===== config.mk =====
export PLATFORM = sky130hd
export DESIGN_NAME = iframe_builder_with_byte_stuffing
export DESIGN_NICKNAME = d
export VERILOG_FILES = /design/src/rtl/ibs_pkg.sv /design/src/rtl/ibs_cfg.sv /design/src/rtl/ibs_front.sv /design/src/rtl/ibs_fifo.sv /design/src/rtl/ibs_back.sv /design/src/rtl/iframe_builder_with_byte_stuffing.sv
export SDC_FILE = /design/constraint.sdc
export NUM_CORES = 1
export LEC_CHECK = 0
export BUFFER_PORTS_ARGS = -buffer_cell sky130_fd_sc_hd__clkbuf_2
export CELL_PAD_IN_SITES_DETAIL_PLACEMENT = 1
export CELL_PAD_IN_SITES_GLOBAL_PLACEMENT = 2
export CORE_ASPECT_RATIO = 1.5
export CORE_MARGIN = 2
export CORE_UTILIZATION = 48
export CTS_BUF_LIST = sky130_fd_sc_hd__clkbuf_4 sky130_fd_sc_hd__clkbuf_8
export DETAILED_ROUTE_END_ITERATION = 10
export HOLD_SLACK_MARGIN = 0.1
export PLACE_DENSITY_LB_ADDON = 0.1
export REMOVE_ABC_BUFFERS = 1
export SYNTH_ARGS = -nofsm -noshare
export SYNTH_HDL_FRONTEND = slang
export SYNTH_SLANG_ARGS = --single-unit
export TNS_END_PERCENT = 1

===== constraint.sdc =====
create_clock -name clk -period 8.7 [get_ports clk]
set_input_delay 1.74 -clock clk [delete_from_list [all_inputs] [get_ports clk]]
set_output_delay 1.74 -clock clk [all_outputs]
set_load 0.03 [all_outputs]

===== src/rtl/ibs_pkg.sv =====
// Shared types and constants for the information frame builder.
package ibs_pkg;

  localparam int MAX_PAYLOAD = 1024;
  localparam int CNT_W       = $clog2(MAX_PAYLOAD + 1);
  localparam int FIFO_DEPTH  = 4;
  localparam int PTR_W       = $clog2(FIFO_DEPTH);
  localparam int FILL_W      = $clog2(FIFO_DEPTH + 1);

  localparam logic [7:0] STUFF_FLAG_CODE = 8'h5E;
  localparam logic [7:0] STUFF_ESC_CODE  = 8'h5D;

  localparam logic [7:0] FLAG_RESET    = 8'h7E;
  localparam logic [7:0] ESCAPE_RESET  = 8'h7D;
  localparam logic [7:0] ADDR_TX_RESET = 8'h03;
  localparam logic [7:0] ADDR_RX_RESET = 8'h01;

  typedef enum logic [2:0] {
    REG_FLAG    = 3'd0,
    REG_ESCAPE  = 3'd1,
    REG_ADDR_TX = 3'd2,
    REG_ADDR_RX = 3'd3,
    REG_ROLE    = 3'd4
  } reg_idx_t;

  typedef struct packed {
    logic [7:0] flag_value;
    logic [7:0] escape_value;
    logic [7:0] addr_transmitter;
    logic [7:0] addr_receiver;
    logic       role_select;
  } cfg_t;

  typedef enum logic {
    K_DATA = 1'b0,
    K_MARK = 1'b1
  } kind_t;

  typedef struct packed {
    logic       hdr;
    logic [7:0] addr;
    logic [7:0] ctrl;
    logic [7:0] data;
    logic [7:0] bcc2;
    kind_t      kind;
    logic       trailer;
  } cmd_t;

  typedef enum logic [2:0] {
    S_FLAG,
    S_ADDR,
    S_CTRL,
    S_BCC1,
    S_BODY,
    S_BCC2,
    S_CLOSE
  } slot_t;

endpackage


===== src/rtl/ibs_cfg.sv =====
// Configuration register bank.
module ibs_cfg (
  input  logic              clk,
  input  logic              rst,
  input  logic              cfg_write,
  input  logic [2:0]        cfg_index,
  input  logic [7:0]        cfg_data,
  output ibs_pkg::cfg_t     cfg
);

  always_ff @(posedge clk) begin
    if (rst) begin
      cfg.flag_value       <= ibs_pkg::FLAG_RESET;
      cfg.escape_value     <= ibs_pkg::ESCAPE_RESET;
      cfg.addr_transmitter <= ibs_pkg::ADDR_TX_RESET;
      cfg.addr_receiver    <= ibs_pkg::ADDR_RX_RESET;
      cfg.role_select      <= 1'b0;
    end else if (cfg_write) begin
      unique case (cfg_index)
        ibs_pkg::REG_FLAG:    cfg.flag_value       <= cfg_data;
        ibs_pkg::REG_ESCAPE:  cfg.escape_value     <= cfg_data;
        ibs_pkg::REG_ADDR_TX: cfg.addr_transmitter <= cfg_data;
        ibs_pkg::REG_ADDR_RX: cfg.addr_receiver    <= cfg_data;
        ibs_pkg::REG_ROLE:    cfg.role_select      <= cfg_data[0];
        default: ;
      endcase
    end
  end

endmodule


===== src/rtl/ibs_front.sv =====
// Front end: accepts payload bytes, tracks frame state, issues commands.
module ibs_front (
  input  logic              clk,
  input  logic              rst,
  input  ibs_pkg::cfg_t     cfg,
  input  logic              in_valid,
  output logic              in_stall,
  input  logic [7:0]        data_byte,
  input  logic [7:0]        control_byte,
  input  logic              last_byte,
  input  logic              q_full,
  output logic              push,
  output ibs_pkg::cmd_t     cmd
);

  logic                     in_frame, in_frame_next;
  logic                     overflowed, overflowed_next;
  logic [7:0]               payload_xor, payload_xor_next;
  logic [ibs_pkg::CNT_W-1:0] payload_count, payload_count_next;

  logic                     accept;
  logic                     eff_ovf;
  logic [7:0]               eff_xor;
  logic [ibs_pkg::CNT_W-1:0] eff_cnt;
  logic                     at_limit;

  assign in_stall = q_full;
  assign accept   = in_valid && !q_full;

  assign eff_ovf  = in_frame && overflowed;
  assign eff_xor  = in_frame ? payload_xor : 8'h00;
  assign eff_cnt  = in_frame ? payload_count : '0;
  assign at_limit = eff_cnt >= ibs_pkg::CNT_W'(ibs_pkg::MAX_PAYLOAD);

  always_comb begin
    in_frame_next      = in_frame;
    overflowed_next    = overflowed;
    payload_xor_next   = payload_xor;
    payload_count_next = payload_count;
    push               = 1'b0;

    cmd.hdr     = !in_frame;
    cmd.addr    = cfg.role_select ? cfg.addr_receiver : cfg.addr_transmitter;
    cmd.ctrl    = control_byte;
    cmd.data    = data_byte;
    cmd.bcc2    = eff_xor ^ data_byte;
    cmd.kind    = ibs_pkg::K_DATA;
    cmd.trailer = last_byte;

    if (accept) begin
      in_frame_next = !last_byte;
      priority if (eff_ovf) begin
        // abandoned frame: bytes are dropped silently
        push = 1'b0;
      end else if (at_limit) begin
        push            = 1'b1;
        cmd.kind        = ibs_pkg::K_MARK;
        cmd.trailer     = 1'b0;
        overflowed_next = 1'b1;
      end else begin
        push               = 1'b1;
        overflowed_next    = 1'b0;
        payload_xor_next   = eff_xor ^ data_byte;
        payload_count_next = eff_cnt + 1'b1;
      end
    end
  end

  always_ff @(posedge clk) begin
    if (rst) begin
      in_frame      <= 1'b0;
      overflowed    <= 1'b0;
      payload_xor   <= 8'h00;
      payload_count <= '0;
    end else begin
      in_frame      <= in_frame_next;
      overflowed    <= overflowed_next;
      payload_xor   <= payload_xor_next;
      payload_count <= payload_count_next;
    end
  end

endmodule


===== src/rtl/ibs_fifo.sv =====
// Command queue between front and back ends.
module ibs_fifo (
  input  logic           clk,
  input  logic           rst,
  input  logic           push,
  input  ibs_pkg::cmd_t  push_cmd,
  input  logic           pop,
  output logic           full,
  output logic           head_valid,
  output ibs_pkg::cmd_t  head
);

  ibs_pkg::cmd_t               mem [ibs_pkg::FIFO_DEPTH];
  logic [ibs_pkg::PTR_W-1:0]   wr_ptr;
  logic [ibs_pkg::PTR_W-1:0]   rd_ptr;
  logic [ibs_pkg::FILL_W-1:0]  fill;
  logic                        do_push;
  logic                        do_pop;

  assign full       = fill == ibs_pkg::FILL_W'(ibs_pkg::FIFO_DEPTH);
  assign head_valid = fill != '0;
  assign head       = mem[rd_ptr];
  assign do_push    = push && !full;
  assign do_pop     = pop && head_valid;

  always_ff @(posedge clk) begin
    if (do_push) begin
      mem[wr_ptr] <= push_cmd;
    end
  end

  always_ff @(posedge clk) begin
    if (rst) begin
      wr_ptr <= '0;
      rd_ptr <= '0;
      fill   <= '0;
    end else begin
      if (do_push) begin
        wr_ptr <= wr_ptr + 1'b1;
      end
      if (do_pop) begin
        rd_ptr <= rd_ptr + 1'b1;
      end
      unique case ({do_push, do_pop})
        2'b10:   fill <= fill + 1'b1;
        2'b01:   fill <= fill - 1'b1;
        default: fill <= fill;
      endcase
    end
  end

endmodule


===== src/rtl/ibs_back.sv =====
// Back end: walks each command's byte slots, stuffs, drives the output register.
module ibs_back (
  input  logic           clk,
  input  logic           rst,
  input  ibs_pkg::cfg_t  cfg,
  input  logic           head_valid,
  input  ibs_pkg::cmd_t  head,
  output logic           pop,
  output logic           out_valid,
  input  logic           out_stall,
  output logic [7:0]     out_byte,
  output logic           run_last,
  output logic           frame_end,
  output logic           too_long
);

  ibs_pkg::slot_t slot, slot_next, cur_slot, adv_slot;
  logic           started, started_next;
  logic           phase, phase_next;

  logic       fire;
  logic [7:0] raw;
  logic [7:0] res_byte;
  logic       stuffable;
  logic       hit_flag;
  logic       hit_esc;
  logic       needs;
  logic       seg_done;
  logic       slot_last;
  logic       res_last;
  logic       is_mark;

  assign fire     = head_valid && (!out_valid || !out_stall);
  assign is_mark  = head.kind == ibs_pkg::K_MARK;
  assign cur_slot = started ? slot : (head.hdr ? ibs_pkg::S_FLAG : ibs_pkg::S_BODY);

  always_comb begin
    raw       = 8'h00;
    stuffable = 1'b0;
    adv_slot  = ibs_pkg::S_FLAG;
    unique case (cur_slot)
      ibs_pkg::S_FLAG: begin
        raw      = cfg.flag_value;
        adv_slot = ibs_pkg::S_ADDR;
      end
      ibs_pkg::S_ADDR: begin
        raw       = head.addr;
        stuffable = 1'b1;
        adv_slot  = ibs_pkg::S_CTRL;
      end
      ibs_pkg::S_CTRL: begin
        raw       = head.ctrl;
        stuffable = 1'b1;
        adv_slot  = ibs_pkg::S_BCC1;
      end
      ibs_pkg::S_BCC1: begin
        raw       = head.addr ^ head.ctrl;
        stuffable = 1'b1;
        adv_slot  = ibs_pkg::S_BODY;
      end
      ibs_pkg::S_BODY: begin
        raw       = is_mark ? 8'h00 : head.data;
        stuffable = !is_mark;
        adv_slot  = ibs_pkg::S_BCC2;
      end
      ibs_pkg::S_BCC2: begin
        raw       = head.bcc2;
        stuffable = 1'b1;
        adv_slot  = ibs_pkg::S_CLOSE;
      end
      ibs_pkg::S_CLOSE: begin
        raw      = cfg.flag_value;
        adv_slot = ibs_pkg::S_FLAG;
      end
      default: begin
        raw      = 8'h00;
        adv_slot = ibs_pkg::S_FLAG;
      end
    endcase
  end

  assign hit_flag  = raw == cfg.flag_value;
  assign hit_esc   = raw == cfg.escape_value;
  assign needs     = stuffable && (hit_flag || hit_esc);
  assign seg_done  = !needs || phase;
  assign slot_last = (cur_slot == ibs_pkg::S_CLOSE) ||
                     (cur_slot == ibs_pkg::S_BODY && (is_mark || !head.trailer));
  assign res_last  = seg_done && slot_last;
  assign pop       = fire && res_last;

  always_comb begin
    if (needs && !phase) begin
      res_byte = cfg.escape_value;
    end else if (needs) begin
      res_byte = hit_flag ? ibs_pkg::STUFF_FLAG_CODE : ibs_pkg::STUFF_ESC_CODE;
    end else begin
      res_byte = raw;
    end
  end

  always_comb begin
    slot_next    = slot;
    started_next = started;
    phase_next   = phase;
    if (fire) begin
      priority if (res_last) begin
        started_next = 1'b0;
        phase_next   = 1'b0;
      end else if (!seg_done) begin
        slot_next    = cur_slot;
        started_next = 1'b1;
        phase_next   = 1'b1;
      end else begin
        slot_next    = adv_slot;
        started_next = 1'b1;
        phase_next   = 1'b0;
      end
    end
  end

  always_ff @(posedge clk) begin
    if (rst) begin
      slot    <= ibs_pkg::S_FLAG;
      started <= 1'b0;
      phase   <= 1'b0;
    end else begin
      slot    <= slot_next;
      started <= started_next;
      phase   <= phase_next;
    end
  end

  always_ff @(posedge clk) begin
    if (rst) begin
      out_valid <= 1'b0;
    end else if (fire) begin
      out_valid <= 1'b1;
    end else if (!out_stall) begin
      out_valid <= 1'b0;
    end
  end

  always_ff @(posedge clk) begin
    if (fire) begin
      out_byte  <= res_byte;
      run_last  <= res_last;
      frame_end <= cur_slot == ibs_pkg::S_CLOSE;
      too_long  <= cur_slot == ibs_pkg::S_BODY && is_mark;
    end
  end

endmodule


===== src/rtl/iframe_builder_with_byte_stuffing.sv =====
// Top level of the stuffed information frame builder.
// The first line byte of an item passes through the command queue and then the
// output register before it is presented.
// Throughput: one line byte per cycle while out_stall is low; an item yields
// 1-2 line bytes for a middle payload byte and up to 12 on a one-byte frame.
// The byte-serial output sequencer sits behind a 4-entry command queue.
// Reset: synchronous rst clears frame state, queue and output; registers reload.
module iframe_builder_with_byte_stuffing (
  input  logic       clk,
  input  logic       rst,
  input  logic       cfg_write,
  input  logic [2:0] cfg_index,
  input  logic [7:0] cfg_data,
  input  logic       in_valid,
  output logic       in_stall,
  input  logic [7:0] data_byte,
  input  logic [7:0] control_byte,
  input  logic       last_byte,
  output logic       out_valid,
  input  logic       out_stall,
  output logic [7:0] out_byte,
  output logic       run_last,
  output logic       frame_end,
  output logic       too_long
);

  ibs_pkg::cfg_t cfg;
  ibs_pkg::cmd_t push_cmd;
  ibs_pkg::cmd_t head;
  logic          push;
  logic          pop;
  logic          q_full;
  logic          head_valid;

  ibs_cfg u_cfg (
    .clk       (clk),
    .rst       (rst),
    .cfg_write (cfg_write),
    .cfg_index (cfg_index),
    .cfg_data  (cfg_data),
    .cfg       (cfg)
  );

  ibs_front u_front (
    .clk          (clk),
    .rst          (rst),
    .cfg          (cfg),
    .in_valid     (in_valid),
    .in_stall     (in_stall),
    .data_byte    (data_byte),
    .control_byte (control_byte),
    .last_byte    (last_byte),
    .q_full       (q_full),
    .push         (push),
    .cmd          (push_cmd)
  );

  ibs_fifo u_fifo (
    .clk        (clk),
    .rst        (rst),
    .push       (push),
    .push_cmd   (push_cmd),
    .pop        (pop),
    .full       (q_full),
    .head_valid (head_valid),
    .head       (head)
  );

  ibs_back u_back (
    .clk        (clk),
    .rst        (rst),
    .cfg        (cfg),
    .head_valid (head_valid),
    .head       (head),
    .pop        (pop),
    .out_valid  (out_valid),
    .out_stall  (out_stall),
    .out_byte   (out_byte),
    .run_last   (run_last),
    .frame_end  (frame_end),
    .too_long   (too_long)
  );

endmodule


# After elaboration in Yosys (flattened, before gate mapping)
# Memory sizes are Yosys's and may differ from the RTL's. A register that Yosys moved wholly into a read port is not among the register bits.
# Index checks and enable logic that the tools add are counted.
# totals
ff_bits	78
mem_bits_rw	140
input_bits	33
out_inout_bits	13
word_cells	116
memories	1
# classes
add_sub_neg	5
order_cmp	1
eq_ne	16
muxes	29
n_bitwise	5
n_reduce_logical	39
# memory_table
name	words	word_bits	rd	rd_ports_with_merged_regs	wr	line_no	rtl
u_fifo.mem	4	35	1	1	1	ibs_fifo.sv:13	ibs_pkg::cmd_t mem [ibs_pkg::FIFO_DEPTH];
# op_table
op	n
$pmux 8 s6	1
$mux 8	5
$pmux 3 s6	1
$eq 8x8->1	2
$xor 8x8->8	2
$eq 3x3->1 const B	5
$reduce_and 2->1	7
$eq 3x2->1 const B	4
$mux 2	6
$add 11x1->11 const B	1
$ge 11x11->1 const B	1
$logic_and 1x1->1	11
$mux 11	1
$mux 1	10
$logic_not 1->1	9
$mux 3	3
$eq 3x1->1 const B	2
$logic_not 3->1	2
$pmux 3 s2	1
$logic_or 1x1->1	5
$add 2x1->2 const B	2
$reduce_or 4->1	1
$add 3x1->3 const B	1
$not 1->1	3
9 further kinds	9

# Logic depth before layout (Yosys ltp)
# Gate-level depths: netlist of the first run.
# logic_depth
depth_word	15
ltp_mapped	20
depth_no_buf	16

# Cells and area by module
# From an unflattened synthesis of the first run, not the netlist that was laid out.
# unflattened
cells_unflattened	751
area_unflattened_um2	10063.4
# modules_own_cells
module	n_inst	cells_per_inst	area_per_inst_um2	seq_area_each_um2
ibs_fifo	1	235	5577.8	4384.2
ibs_back	1	233	1766.7	450.4
ibs_cfg	1	128	1361.3	660.6
ibs_front	1	155	1357.6	420.4

# Worst setup path after synthesis of the first run
# OpenSTA, ideal clock, no wires.
# synth_path
path_kind	register -> register
start	reg with a tool-made name
end	reg u_fifo.fill[2] (netlist name)
t_arrival_ns	3.756
t_required_ns	8.630
slack_ns	4.873
stages_incl_launch_ff	18
n_path_buf	1
path_cell_list	dfxtp_1 -> buf_6 -> mux2i_2 -> a221oi_4 -> nor2_4 -> a221oi_1 -> nand2_1 -> mux2i_1 -> or4_4 -> o22ai_4 -> a21o_1 -> nor2_1 -> ha_1 -> inv_1 -> fa_1 -> xor2_1 -> or3_1 -> a21oi_1
# synth_lines
item	line_no	rtl
end signal, assigned	ibs_fifo.sv:45	2'b10: fill <= fill + 1'b1;
end signal, assigned	ibs_fifo.sv:46	2'b01: fill <= fill - 1'b1;
end signal, assigned	ibs_fifo.sv:47	default: fill <= fill;
end, declared	ibs_fifo.sv:16	logic [ibs_pkg::FILL_W-1:0] fill;

==> flow_summary.yaml, run 1 <==
logic_synthesis:
  syn_inst: 813
  async_flop_share_pct: 0
  synth_cell_types: 70
  synth_area_um2: 9981
  synth_edf_count: 151
  yosysTopAreaCell: "edfxtp_1"
  syn_area_per_cell_um2: 12.28
  ys_ff_latch: 220
  synth_area_leaders: "edfxtp_1, dfxtp_1, mux2i_1, nand2_1, mux4_2"
  synth_top_area_share_pct: 45.43
  synth.yosys.seq_area_share_pct: 59.27
  ys_warn_count: 0
  synth_ff_type: "edfxtp_1"
outcome:
  status: "completed"
timing:
  finalHoldViolCount: 0
  min_period_ns: 5.043
  tightest_slew_ns: 0.9836
  setup_viol: 0
  fmax_mhz: 198.3
  hold-worst-slack_ns: 0.4543
  tns_ns: 0
  finClkSkew_ns: 0.02062
  rsz0062_at_grt: "no"
  slew_viol_final: 0
  fin_crit_sh_pct: 57.96
  slew_headroom_pct: 34.43
  layout_setup_ws_ns: 3.657
grt:
  grt_pass1_vias: 7301
  antenna_found_initial: 0
  grt_start_max_net_pins: 59
  grt_pass1_wl_um: 40430
  grt_use_total_pct: 23.75
  overflow: 0
routing:
  wl_per_cell_um: 21.76
  drtAntennaViolNets: 0
  drt_pass1_iterations: 4
  drt_iter0_markers: 399
  post_drt_via_cell_ratio: 5.767
  drc: 0
  vias: 6655
  wirelength_um: 25110
floorplanning:
  dieArea_um2: 21990
  initial_utilization_pct: 48.88
  io_pins: 46
  dieHeight_um: 180.6
  floorplan.rows: 64
  core_area_um2: 20420
  fp.dieW_um: 121.7
clock_tree:
  tritoncts: "built"
  htreeDepth: 2
  postCtsHoldBufs: 0
  root_buffer: "clkbuf_8"
  numCtsBuffers: 35
  clk_pin_slew_ns: 0.06
  cts_sinks: 220
  clockBufferDepth: 3
  clk_latency_ns: 0.53
  post_cts_buffers: 0
  cts_resized: 0
placement:
  gp_congestion: 0.7939
  port_buffers: 45
  dp_hpwl_um: 17360
  place_area_um2: 10370
  dp.cells: 1090
  dp_slack_ns: 3.725
finish:
  antenna_cells: 0
  stdcell_count: 1154
  area.growth.synth_to_final_pct: 11.85
  utilization_pct: 54.67
  post_route_cells_drive_above_1_share_pct: 18.65
  nets: 903
  final_cell_area_um2: 11160
worst_setup_path:
  crit_path_max_incr_delay_ns: 0.75
  worstPathMaxFanout: 58
  path_buf_inv: 2
  arrival_ns: 5.48
  cp_slowest_cell: "buf_4"
  cp_top_family: "compound AO/OA/AOI/OAI gates"
  worstSetupStartpointType: "flip-flop"
  end_kind: "flip-flop"
  worstSetupPathType: "flip-flop to flip-flop"
  worstPathCellList: "buf_4 > mux4_2 > a221oi_1 > nand2_1 > mux2i_1 > or4_4 > o22ai_4 > a21o_1 > nor2_1 > ha_1 > inv_1 > fa_1 > xor2_1 > or3_1 > a21oi_1"
  cp_data_required_time_ns: 9.14
job:
  maxCapViolCount: 0
power_and_ir_drop:
  finalPower_mw: 3.097
  cellLeakagePower_nw: 3.845
  ir_drop_uv: 137.1
  power.density_nw_per_um2: 277.4
min_path:
  min_path_type: "flip-flop to flip-flop"
report_power, final:
| part | switching (mW) | internal [mW] | leakage [nW] |
|---|---|---|---|
| Clock | 0.404 | 0.577 | 0.414 |
| Combinational | 0.506 | 0.291 | 1.47 |
| Sequential | 0.0641 | 1.25 | 1.96 |
per-layer routing:
metal / global-route usage, % / vias to the layer above / routed length [µm]
li1: - / 3118 / -
met1: 28.39 / 3354 / 10130
met2: 43.49 / 146 / 13600
met3: 3.861 / 37 / 885
met4: 6.575 / 0 / 502
met5: 0 / - / 0
synthesized netlist by cell type, types with 3 or more instances:
| cell type | number |
|---|---|
| a211oi_1 | 12 |
| a21o_1 | 4 |
| a21oi_1 | 53 |
| a22o_1 | 10 |
| a22oi_1 | 11 |
| a31oi_1 | 7 |
| and2_1 | 7 |
| and3_1 | 11 |
| buf_1 | 3 |
| buf_2 | 5 |
| buf_6 | 7 |
| clkbuf_1 | 21 |
| dfxtp_1 | 69 |
| edfxtp_1 | 151 |
| ha_1 | 6 |
| inv_1 | 16 |
| mux2_2 | 13 |
| mux2i_1 | 50 |
| mux4_2 | 19 |
| nand2_1 | 127 |
| nand3_1 | 19 |
| nand3b_1 | 3 |
| nand4_1 | 9 |
| nor2_1 | 38 |
| nor2b_1 | 8 |
| nor3_1 | 17 |
| o211ai_1 | 3 |
| o21ai_0 | 16 |
| o221ai_1 | 3 |
| xnor2_1 | 32 |
| xor2_1 | 14 |
cell type report:
cell class / count / area (µm²)
fillers: 2161 / 9256
flip-flops and latches: 220 / 5919
multi-input cells: 536 / 3779
clock buffers: 54 / 661.9
well taps: 264 / 330.3
repair buffers: 52 / 277.8
clock inverters: 10 / 127.6
inverters: 18 / 67.56
placed cells by master (no fill, tap or decap), drive strengths merged, types with 7 or more instances in the layout:
master / instances
a211oi: 14
a21oi: 53
a22o: 10
a22oi: 11
a31oi: 7
and2: 7
and3: 11
buf: 7
clkbuf: 99
dfxtp: 69
edfxtp: 151
inv: 18
mux2: 13
mux2i: 51
mux4: 19
nand2: 128
nand3: 19
nand4: 9
nor2: 39
nor2b: 8
nor3: 18
o21ai: 18
xnor2: 32
xor2: 14
state kept, by name (all words and copies together) (netlist names), 2 cells and up, named ones only:
| name | count |
|---|---|
| u_fifo.mem | 140 |
| u_cfg.cfg | 33 |
| u_front.payload_count | 11 |
| u_back.out_byte | 8 |
| u_front.payload_xor | 8 |
| u_back.slot | 3 |
| u_fifo.fill | 3 |
| u_fifo.rd_ptr | 2 |
| u_fifo.wr_ptr | 2 |
final timing paths:
kind                                       startpoint                             endpoint  slack, ns  cells past startpoint
setup reg to reg                            flip-flop          u_fifo.fill[2]$_SDFFE_PP0P_       3.66                     15
hold reg to reg   u_front.payload_xor[0]$_SDFFE_PP0P_  u_front.payload_xor[0]$_SDFFE_PP0P_       0.45                      2
setup / recovery                            flip-flop          u_fifo.fill[2]$_SDFFE_PP0P_       3.66                     15
hold / removal    u_front.payload_xor[0]$_SDFFE_PP0P_  u_front.payload_xor[0]$_SDFFE_PP0P_       0.45                      2
cells by family after synthesis:
| logic type | share of synthesized area, % |
|---|---|
| flops | 59.27 |
| fa+ha+maj | 0.9527 |
| mux | 10.91 |
| compound gates | 9.666 |
| xor+xnor | 4.037 |
| buf+inv | 2.921 |
| simple gates | 12.25 |
worst reg2reg max path, stage by stage, from the launching register on:
cell      delay (ns)
dfxtp_4         0.49
buf_4           0.75
mux4_2          0.65
a221oi_1        0.59
nand2_1         0.16
mux2i_1         0.15
or4_4           0.54
o22ai_4         0.32
a21o_1          0.21
nor2_1          0.11
ha_1            0.25
inv_1           0.08
fa_1            0.17
xor2_1          0.07
or3_1           0.30
a21oi_1         0.14
Power figures use the tool's default switching activity.
==> run 2, diff against run 1 <==
--- a/config.mk
+++ b/config.mk
@@ -10,7 +10,7 @@
 export CELL_PAD_IN_SITES_GLOBAL_PLACEMENT = 2
 export CORE_ASPECT_RATIO = 1.5
 export CORE_MARGIN = 2
-export CORE_UTILIZATION = 48
+export CORE_UTILIZATION = 40
 export CTS_BUF_LIST = sky130_fd_sc_hd__clkbuf_4 sky130_fd_sc_hd__clkbuf_8
 export DETAILED_ROUTE_END_ITERATION = 10
 export HOLD_SLACK_MARGIN = 0.1
==> constraint.sdc (replaced) <==
create_clock -name clk -period 4.1 [get_ports clk]
set_input_delay 0.82 -clock clk [delete_from_list [all_inputs] [get_ports clk]]
set_output_delay 0.82 -clock clk [all_outputs]
set_load 0.03 [all_outputs]
==> run 2 against run 1 <==
  * Global-route usage down 3.1 points
  * Largest cell class unchanged
  * Clock skew increased by 0.0043 ns
  * Via count increased by 2.4%
  * Fmax up 30%
==> flow_summary.yaml, run 2 (same netlist as run 1, synthesis figures left out) <==
timing:
  finClkSkew_ns: 0.02494
  setup_viol: 0
  slew_headroom_pct: 32.29
  fin_crit_sh_pct: 94.69
  layout_setup_ws_ns: 0.2178
  fmax_mhz: 257.6
  min_period_ns: 3.882
  tightest_slew_ns: 1.016
  slew_viol_final: 0
  tns_ns: 0
  finalHoldViolCount: 0
power_and_ir_drop:
  pwr-share-comb_pct: 29.2
  finalPower_mw: 6.733
  pwr-share-clk_pct: 29.3
  cellLeakagePower_nw: 4.021
  swShare_pct: 32.57
  power.density_nw_per_um2: 578.7
  ir_drop_uv: 304.0
  switching_power_mw: 2.193
  p_int_mw: 4.540
  p_seq_share_pct: 41.5
routing:
  wl_per_cell_um: 21.19
  post_drt_via_cell_ratio: 5.456
  drt_pass1_iterations: 6
  drtAntennaViolNets: 0
  wirelength_um: 26460
  drc: 0
  vias: 6814
  drt_iter0_markers: 261
grt:
  grt_util_met3_pct: 3.490
  grt_pass1_wl_um: 41180
  grt_pass1_vias: 7220
  overflow: 0
  grt_use_total_pct: 20.66
  grt_start_max_net_pins: 36
  top_usage_layer: "met2"
  met1_usage_pct: 23.56
  use_met2_pct: 38.21
  antenna_found_initial: 0
finish:
  area.growth.synth_to_final_pct: 16.56
  reg_top3: "u_fifo.mem (140), u_cfg.cfg (33), u_front.payload_count (11)"
  largest_register_ffs: 140
  post_route_cells_drive_above_1_share_pct: 23.24
  nets: 939
  largest-register: "u_fifo.mem"
  antenna_cells: 0
  layout_common_cells: "edfxtp_1, nand2_1, dfxtp_1"
  utilization_pct: 47.61
  layout_commonest_cell: "edfxtp_1"
  n_fill_cell: 2570
floorplanning:
  floorplan.rows: 70
  dieHeight_um: 197.5
  fp.dieW_um: 133.0
  initial_utilization_pct: 40.84
  dieArea_um2: 26260
  io_pins: 46
  core_area_um2: 24440
worst_setup_path:
  worstSetupPathType: "flip-flop to flip-flop"
  crit_path_max_incr_delay_ns: 0.55
  cp_slowest_cell: "or4_4"
  cp_data_required_time_ns: 4.58
  worstPathMaxFanout: 7
  end_kind: "flip-flop"
  cp_top_family: "simple AND/OR/NAND/NOR gates"
  path_buf_inv: 4
  worstSetupStartpointType: "flip-flop"
  path_common_cell: "buf_4"
  arrival_ns: 4.36
  worstPathCellList: "buf_12 > buf_4 > mux4_2 > a221oi_1 > buf_4 > nand2_1 > mux2i_1 > or4_4 > o22ai_4 > a21o_1 > nor2_4 > ha_4 > inv_1 > fa_1 > xor2_1 > or3_1 > a21oi_1"
outcome:
  status: "completed"
placement:
  dp_hpwl_um: 18750
  gp_congestion: 0.8061
  dp_slack_ns: -0.06411
  port_buffers: 45
clock_tree:
  clockBufferDepth: 3
  clk_latency_ns: 0.55
  numCtsBuffers: 35
  cts_sinks: 220
  clk_pin_slew_ns: 0.06
  htreeDepth: 2
  tritoncts: "built"
  root_buffer: "clkbuf_8"
job:
  maxCapViolCount: 0
min_path:
  min_path_type: "flip-flop to flip-flop"
  min-delay-start: "u_front.payload_xor[4]$_SDFFE_PP0P_"
[run 2: worst min-delay path, stage by stage (launching register included)]
cell,delay (ns)
dfxtp_1,0.31
nand2_1,0.05
a21oi_1,0.05
[run 2: path summary, 6_finish.rpt]
check / slack, ns / depth (start not counted) / to
max: 0.22 / 17 / u_fifo.fill[2]$_SDFFE_PP0P_
min: 0.46 / 2 / u_front.payload_xor[4]$_SDFFE_PP0P_
max reg2reg: 0.22 / 17 / u_fifo.fill[2]$_SDFFE_PP0P_
min reg2reg: 0.46 / 2 / u_front.payload_xor[4]$_SDFFE_PP0P_
[run 2: area by class of cell]
| cell class | instances | area [µm²] | share of cell area (%) |
|---|---|---|---|
| Clock buffer | 49 | 605.6 | 5.205 |
| Multi-Input combinational cell | 536 | 3901 | 33.53 |
| Tap cell | 324 | 405.4 | 3.485 |
| Clock inverter | 14 | 122.6 | 1.054 |
| Timing Repair Buffer | 88 | 609.3 | 5.238 |
| Sequential cell | 220 | 5922 | 50.90 |
| Inverter | 18 | 67.56 | 0.5808 |
[run 2: metal layers]
metal / wire length (µm) / part of all wire, %
met2: 13970 / 53
met1: 10650 / 40
met5: 0 / 0
met3: 996 / 3.8
met4: 852 / 3.2
[run 2: power groups by stage]
| stage | Sequential, mW | Clock, mW | Combinational (mW) |
|---|---|---|---|
| after floorplan | 3.02 | 0 | 1.03 |
| after global placement | 2.84 | 0 | 1.79 |
| after detailed placement | 2.86 | 0 | 1.83 |
| after CTS | 2.79 | 2.02 | 1.89 |
| after global routing | 2.82 | 2.10 | 2.15 |
| final | 2.79 | 1.97 | 1.97 |
[run 2: per-stage QoR]
stage	cells	cell area, µm²	hold WS (ns)
2_1_floorplan	774	9757	0.4236
3_3_place_gp	1177	10690	0.4390
3_5_place_dp	1177	10690	0.4523
4_1_cts	1243	11470	0.4574
5_1_grt	1249	11630	0.4737
6_report	1249	11630	0.4562
[run 2: repair_timing]
action                                  4_1_cts  5_1_grt
buffers inserted                              3        6
endpoints found under the setup margin        2        2
cloned                                        0        0
hold endpoints to repair                      0        0
hold buffers                                  0        0
gates resized for setup                       3       26
pin swaps                                     1        6
